File: config.mk
export PLATFORM = sky130hd
export DESIGN_NAME = crma_mul
export DESIGN_NICKNAME = d
export VERILOG_FILES = /design/src/rtl/core/crma_pkg.sv /design/src/rtl/core/crma_mul.sv
export SDC_FILE = /design/constraint.sdc
export NUM_CORES = 1
export LEC_CHECK = 0
export BUFFER_PORTS_ARGS = -buffer_cell sky130_fd_sc_hd__buf_2
export CAP_MARGIN = 30
export CORE_ASPECT_RATIO = 1.25
export CORE_MARGIN = 2
export CORE_UTILIZATION = 50
export DETAILED_ROUTE_END_ITERATION = 12
export GPL_TIMING_DRIVEN = 0
export MAX_ROUTING_LAYER = met4
export PLACE_DENSITY = 0.68
export SLEW_MARGIN = 20
export SYNTH_ARGS = -nofsm -noshare
export SYNTH_HDL_FRONTEND = slang
export SYNTH_SLANG_ARGS = --single-unit
File: constraint.sdc
create_clock -name clk -period 19.9 [get_ports clk]
set_clock_uncertainty 0.15 [all_clocks]
set_input_delay 3.98 -clock clk [delete_from_list [all_inputs] [get_ports clk]]
set_output_delay 3.98 -clock clk [all_outputs]
set_load 0.05 [all_outputs]
File: src/rtl/core/crma_pkg.sv
// Shared types and constants of the call-rate moving-average block.
// No dependencies.
package crma_pkg;

  localparam int NUM_CLIENTS_DEF = 16;
  localparam int NUM_FUNCS_DEF   = 256;

  localparam int IN_DATA_W  = 144;
  localparam int OUT_DATA_W = 120;
  localparam int DISC_W     = 17;
  localparam int AVG_W      = 56;
  localparam int UNIT_W     = 32;
  localparam int SAMP_W     = 32;
  localparam int WORD_W     = 64;

  // Divider dividend: 116-bit product shifted left by 16
  localparam int DVD_W      = 132;
  localparam int MUL_A_W    = 96;
  localparam int MUL_B_W    = 32;
  localparam int MUL_P_W    = 128;
  localparam int ITER_W     = 8;

  localparam logic [DISC_W-1:0] DISC_RESET = 17'd6554;
  localparam logic [DISC_W-1:0] DISC_ONE   = 17'd65536;
  localparam logic [WORD_W-1:0] NS_PER_MS  = 64'd1000000;
  localparam logic [AVG_W-1:0]  AVG_MAX    = {AVG_W{1'b1}};

  typedef enum logic [2:0] {
    ST_UPDATED    = 3'd0,
    ST_INIT       = 3'd1,
    ST_NO_CALLS   = 3'd2,
    ST_FIRST      = 3'd3,
    ST_COUNT_DOWN = 3'd4,
    ST_TIME_STUCK = 3'd5,
    ST_READ       = 3'd6
  } status_t;

  typedef enum logic {
    OP_OBSERVE = 1'b0,
    OP_READ    = 1'b1
  } op_t;

  typedef struct packed {
    logic              done;
    logic [WORD_W-1:0] quot;
    logic              rem_nz;
    logic              sat;
  } div_res_t;

endpackage

File: src/rtl/core/crma_mul.sv
// Shift-add multiplier, one multiplier bit per cycle over all 32 multiplier bits.
// Depends on crma_pkg.
module crma_mul (
  input  logic                          clk,
  input  logic                          rst_n,
  input  logic                          start,
  input  logic [crma_pkg::MUL_A_W-1:0]  a,
  input  logic [crma_pkg::MUL_B_W-1:0]  b,
  output logic                          done,
  output logic [crma_pkg::MUL_P_W-1:0]  prod
);

  localparam int CW = $clog2(crma_pkg::MUL_B_W + 1);

  logic [crma_pkg::MUL_P_W-1:0] a_r, acc_r;
  logic [crma_pkg::MUL_B_W-1:0] b_r;
  logic [CW-1:0]                cnt_r;
  logic                         busy_r, done_r;

  always_ff @(posedge clk) begin
    if (!rst_n) begin
      busy_r <= 1'b0;
      done_r <= 1'b0;
    end else begin
      done_r <= 1'b0;
      if (start) begin
        busy_r <= 1'b1;
        a_r    <= crma_pkg::MUL_P_W'(a);
        b_r    <= b;
        acc_r  <= '0;
        cnt_r  <= CW'(crma_pkg::MUL_B_W);
      end else if (busy_r) begin
        // Add the shifted multiplicand for each set bit
        if (b_r[0]) acc_r <= acc_r + a_r;
        a_r   <= {a_r[crma_pkg::MUL_P_W-2:0], 1'b0};
        b_r   <= {1'b0, b_r[crma_pkg::MUL_B_W-1:1]};
        cnt_r <= cnt_r - 1'b1;
        if (cnt_r == CW'(1)) begin
          busy_r <= 1'b0;
          done_r <= 1'b1;
        end
      end
    end
  end

  assign done = done_r;
  assign prod = acc_r;

endmodule

==> results of run 1 <==
==> power groups by stage <==
stage                     clock (mW)  combinational [mW]  sequential [mW]
after floorplan                    0               0.404            0.880
after global placement             0               0.661            0.810
after detailed placement           0               0.671            0.801
after CTS                      0.637               0.676            0.789
after global routing           0.656               0.740            0.794
final                          0.623               0.681            0.789
==> cells in the mapped netlist (4+ instances only) <==
master / number
edfxtp_1: 294
nor2_1: 228
a21oi_1: 207
nand2_1: 151
ha_1: 129
mux2_2: 127
o21ai_0: 103
clkbuf_1: 86
xnor2_1: 78
nand4_1: 68
a21o_1: 58
inv_1: 57
o21bai_1: 52
nor2b_1: 45
nor3_1: 44
xor2_1: 40
o21a_1: 25
o21ai_1: 24
or3_1: 20
buf_2: 19
nand3_1: 19
a31oi_1: 17
nor4_1: 17
a211oi_1: 14
and2_1: 14
a21boi_0: 13
o31ai_1: 12
o211ai_1: 10
or2_2: 9
a221oi_1: 6
and4_1: 5
a211o_1: 4
and3_1: 4
o2111ai_1: 4
==> final cells by class <==
type | count | area (um2)
tap | 546 | 683
fill | 3540 | 16500
clock inverter | 16 | 150
inverter | 57 | 214
sequential | 296 | 8870
clock buffer | 47 | 931
buffer | 109 | 434
timing repair buffer | 267 | 1480
multi-input combinational | 1609 | 10900
==> through the flow <==
| stage | power [mW] | cells | utilization, % | setup slack (ps) | instance area, um2 |
|---|---|---|---|---|---|
| final | 2.09 | 2947 | 58.9 | 13310 | 23600 |
| after global routing | 2.19 | 2947 | 58.9 | 13180 | 23600 |
| after CTS | 2.10 | 2946 | 58.9 | 13290 | 23600 |
| after detailed placement | 1.47 | 2883 | 56.2 | 12720 | 22600 |
| after global placement | 1.47 | 2875 | 55.7 | 4590 | 22400 |
| after floorplan | 1.28 | 2071 | - | 8840 | 20400 |
==> sequential cells by signal, indices dropped and copies added, names as in the netlist <==
name / flops
prod: 128
busy_r: 1
a_r: 128
cnt_r: 6
b_r: 32
done: 1
==> logic make-up (layout without fill, tap and decap cells) <==
group / after synthesis / in the layout / synth area share [%]
flip-flops: 296 / 296 / 43.5
adder cells (fa/ha/maj): 130 / 130 / 8.02
AO/OA/AOI/OAI: 595 / 595 / 18.4
XOR/XNOR: 118 / 118 / 5.07
multiplexers: 129 / 129 / 7.13
buffers and inverters: 166 / 496 / 3.18
AND/OR/NAND/NOR: 637 / 637 / 14.7
==> path summary, 6_finish.rpt <==
check	to	slack, ps	cells past startpoint
worst max-delay path	prod[43]	13310	5
worst min-delay path	done	370	1
worst max register to register	prod[91]	15420	12
worst min register to register	done	370	1
==> worst max-delay path, cell delays in order <==
cell and delay, ps:
clkbuf_1 540, clkbuf_1 680, clkbuf_1 860, clkbuf_1 540
nor2_1 120
==> cells in the final DEF (no fill, tap or decap), types with 68 or more instances in the layout <==
| cell | count |
|---|---|
| edfxtp_1 | 294 |
| buf_2 | 278 |
| nor2_1 | 228 |
| a21oi_1 | 207 |
| nand2_1 | 151 |
| ha_1 | 129 |
| mux2_2 | 127 |
| o21ai_0 | 103 |
| clkbuf_1 | 97 |
| xnor2_1 | 78 |
| nand4_1 | 68 |
==> layer usage <==
metal	global-route usage [%]	vias up	part of all wire [%]	wire length (um)
met4	13.3	0	4.6	3040
met2	54.4	575	50	33000
met3	4.70	142	5.0	3260
met5	-	-	0	0
li1	-	8345	-	-
met1	36.2	8387	40	26100
==> results.md, run 1 <==
- ANT cells: 0
- Slew @ Worst Pin: 1060 ps
- Critical Path Source: start
- Gpl congestion: 0.998
- DRC: 0
- Average wire per standard cell: 22.2 um
- Clk buf depth: 3
- Vias post-DR: between 15000 and 20000
- Final number of hold-violating endpoints: 0
- Power Dens Cells: about 89 nW/um2
- Setup crit end kind: flip-flop
- Cells after Synth: 2071
- Clock power share: 29.8%
- CTS buffer count: 35
- RSZ-0062 raised after global routing: false
- Max-Cap Viols: 0
- Peak Freq: 152 MHz
- Post-CTS resize count: 0
- Initial core utilization: 50.8%
- DRT Pass-1 Iters: 5
- Outcome: finished, final reports clean
- Largest net degree at the start of global routing: 54
- Fin nets: approximately 2600
- Dpl hpwl: 52300 um
- Die area: roughly 42000 um2
- CTS Root Cell: clkbuf_16
- Share of total power in combinational logic: between 30% and 40%
- Hold_sp: busy_r
- Syn Area/Cell: approximately 9.8 um2
- Grt total ovfl: 0
- Switching Fraction: a little over a third
- Post-synthesis sequential area ratio: 43.5%
- Avg Vias per Cell: 5.92
- Clk Latency, worst-skew pair: between 500 and 600 ps
- Cell Rows: 82
- Total negative slack: 0 ps
- Fraction of layout cells with a size suffix above 1: 20.4%
- # port buffers: 258
- Area fraction of the dominant cell type after synthesis: a little over two fifths
- Synth area leaders: edfxtp_1 43%, ha_1 7.9%, mux2_2 7.0%
- Hold Slack: 368 ps
- Setup Viol. Count Final: 0
- Via count of the first global-routing pass: 17800
- Sequential power share: a little under two fifths
- Max_slew headroom: 29.1%
- Max VDD drop: 0.0000764 V
- Critical path class: in2reg
- Antenna viol nets, final: 0
- Req. time, crit path: between 20000 and 25000 ps
- Area grow syn2layout: 16.0%
- Tcrit/Tclk final: between 30% and 40%
- Ys Warns: 0
- Initial DRC Count: 1116
- CTS tree: yes
- Global-route wire length before repair: 99100 um
- Crit-path max FO: 10
- Synth unique cells: between 70 and 80
- Psw: 0.762 mW
- Setup Buffers After CTS: 0
- Synth area leader: edfxtp_1
- Net count after synthesis: 2332
- Floorplan Core Area: 40100 um2
- CTS clk-pin slew, worst paths: 60 ps
- Die Y: 230 um
- Cell-internal power: 1.33 mW
- P_leak: 9.19 nW
- Worst Path Arrival: 6720 ps
- H-tree Lvls: 2
- Clk sinks: a little under 300
- EDFF count, synth: 294
- Initial antenna violation count: 0
- Ys async rst share: 0%
- Worst r2r src: prod[62]
- Tmin final: between 6000 and 7000 ps
- Die X: between 150 and 200 um
- HP Class: reg2reg
- Synth Flop Type: edfxtp_1
- Hold buffers post-CTS: 0
- GRT Total Usage: 31.5%
- Crit start category: input pin
- Slew Viols, Final: 0
- Drt total wl: approximately 65000 um
- I/O pins: 260
- Seq cells post-synth: 296
- Mapped Area: 20400 um2
(Power assumes the default switching activity.)
==> inputs of run 2 (changes only) <==
- clock period: 19.9 -> 6.32 ns (I/O delays scaled with it)
==> run 2 against run 1 <==
- setup slack lost 11000 ps
- largest power group unchanged
- critical path type is now reg2reg
- design area shrank 0.17%
- flip-flop and latch count is the same
==> results.md, run 2 (synthesis results as in run 1) <==
- Outcome: finished, final reports clean
- # fillers: 3565 (+0.71%)
- Global-route wire length before repair: 96400 um (-2.8%)
- Buf/Inv on CP: 2 (-2)
- CTS Root Cell: clkbuf_16
- DRC: 0 (unchanged)
- Met2 routed WL: 31600 um (-4.0%)
- Final core occ: 58.8% (-0.10 points)
- CTS clk-pin slew, worst paths: 60 ps (about the same)
- Switching Fraction: 36.2% (-0.17 points)
- Area of the multi-input gates: 10900 um2 (unchanged)
- Largest net degree at the start of global routing: 55 (+1.9%)
- Most common cell after layout, fill and taps aside: edfxtp_1
- H-tree Lvls: 2 (unchanged)
- Die X: 185 um (unchanged)
- Register area: 8870 um2 (unchanged)
- Die Y: 230 um (unchanged)
- Grt total ovfl: 0 (unchanged)
- Critical path class: reg2reg
- Post-CTS resize count: 0 (unchanged)
- CTS buffer count: 34 (-2.9%)
- Slew @ Worst Pin: 979 ps (-85.3 ps)
- Clock power share: 28.3% (-1.5 points)
- Initial DRC Count: 1258 (+13%)
- Total negative slack: 0 ps (unchanged)
- Hold Slack: 362 ps (-6.23 ps)
- Drt total wl: 62600 um (-4.3%)
- Most frequent cells in the layout: 294 x edfxtp_1, 278 x buf_2, 228 x nor2_1, 207 x a21oi_1, 151 x nand2_1
- ANT cells: 0 (unchanged)
- WL met1: 25500 um (-2.4%)
- # port buffers: 258 (unchanged)
- Hold buffers post-CTS: 0 (unchanged)
- Peak Freq: 226 MHz
- Via count of the first global-routing pass: 17500 (-1.5%)
- Setup Buffers After CTS: 0 (unchanged)
- Dpl hpwl: 50100 um (-4.2%)
- Die area: 42400 um2 (unchanged)
- Max Used Layer: met4
- Cell-internal power: 4.10 mW (+210%)
- Power Dens Cells: 273 nW/um2 (+210%)
- Fin nets: 2637 (+0.038%)
- Clk sinks: 296 (unchanged)
- Met3 wire len: 3210 um (-1.8%)
- Crit start category: flip-flop
- Fraction of layout cells with a size suffix above 1: 20.2% (-0.17 points)
- Tmin final: around 4400 ps
- Share of total power in combinational logic: 33.1% (+0.6 points)
- CP most frequent cell: a21oi_1
- HP Class: reg2reg
- CTS tree: yes
- Critical-path top delay cell: o21ai_0
- Gpl congestion: 0.991 (-0.77%)
- Sequential power share: 38.6% (+0.9 points)
- Average wire per standard cell: 21.2 um (-4.3%)
- Setup Viol. Count Final: 0 (unchanged)
- Cell Rows: 82 (unchanged)
- Final instance area: 23600 um2 (-0.17%)
- CP delay by family, top: compound AO/OA/AOI/OAI gates
- Psw: 2.33 mW (+210%)
- Final number of hold-violating endpoints: 0 (unchanged)
- Setup crit end kind: flip-flop
- Clk Latency, worst-skew pair: 550 ps (-20 ps)
- Clk buf depth: 3 (unchanged)
- Initial core utilization: 50.8% (unchanged)
- Crit-path max FO: 9 (-1)
- Vias post-DR: 17200 (-1.2%)
- Avg Vias per Cell: 5.85 (-1.2%)
- Final Power: 6.43 mW (+210%)
- GRT Total Usage: 30.3% (-1.2 points)
- DRT Pass-1 Iters: 5 (unchanged)
- CP Cell Sequence: ha_1, clkbuf_1, a21oi_1, o21ai_0, a21oi_1, o21ai_0, inv_1, a21oi_1, nor3_2, o31ai_1, xnor2_1, nor2_1
- Antenna viol nets, final: 0 (unchanged)
- Initial antenna violation count: 0 (unchanged)
- Tcrit/Tclk final: 70.0%
- Req. time, crit path: 6440 ps (-13590 ps)
- Floorplan Core Area: 40100 um2 (unchanged)
- Cell Area, Placed: 22600 um2 (+0.19%)
- Max VDD drop: 0.000259 V (+240%)
- Slew Viols, Final: 0 (unchanged)
- CP peak stage delay: 670 ps (-190 ps)
- Max_slew headroom: 34.8% (+5.7 points)
- Max-Cap Viols: 0 (unchanged)
- Area grow syn2layout: 15.8%
- I/O pins: 260 (unchanged)
- RSZ-0062 raised after global routing: false
- Worst Path Arrival: 4550 ps (-2170 ps)
- P_leak: 9.17 nW (-0.21%)
==> run 2: layout make-up <==
| cell class | count | share of cell area, % |
|---|---|---|
| multi-input cells | 1609 | 46.1 |
| clock inverters | 15 | 0.387 |
| clock buffers | 46 | 3.80 |
| plain buffers | 109 | 1.84 |
| inverters | 57 | 0.907 |
| repair buffers | 269 | 6.49 |
| flip-flops and latches | 296 | 37.6 |
| well taps | 546 | 2.89 |
==> run 2: metal layers <==
metal | track usage [%] | vias to the layer above
met2 | 52.6 | 534
met3 | 3.77 | 124
met4 | 10.7 | 0
met1 | 36.0 | 8249
met5 | - | -
li1 | - | 8330
==> run 2: worst paths after layout <==
path	depth (start not counted)	slack, ps	startpoint	endpoint
max reg2reg	12	1900	prod[38]	prod[117]
min	1	360	busy_r	done
min reg2reg	1	360	busy_r	done
max	12	1900	prod[38]	prod[117]
==> run 2: metrics by stage <==
step / std cells / setup WS, ps
after floorplan: 2071 / 32.9
after global routing: 2947 / 1790
final: 2947 / 1900
after global placement: 2875 / -2480
after CTS: 2945 / 1990
after detailed placement: 2884 / 1730
==> run 2: power by group through the flow <==
stage               combinational, mW  clock (mW)  sequential [mW]
floorplan                        1.27           0             2.77
global placement                 2.06           0             2.54
detailed placement               2.10           0             2.52
CTS                              2.11        1.87             2.48
global route                     2.32        1.93             2.50
finish                           2.13        1.82             2.48
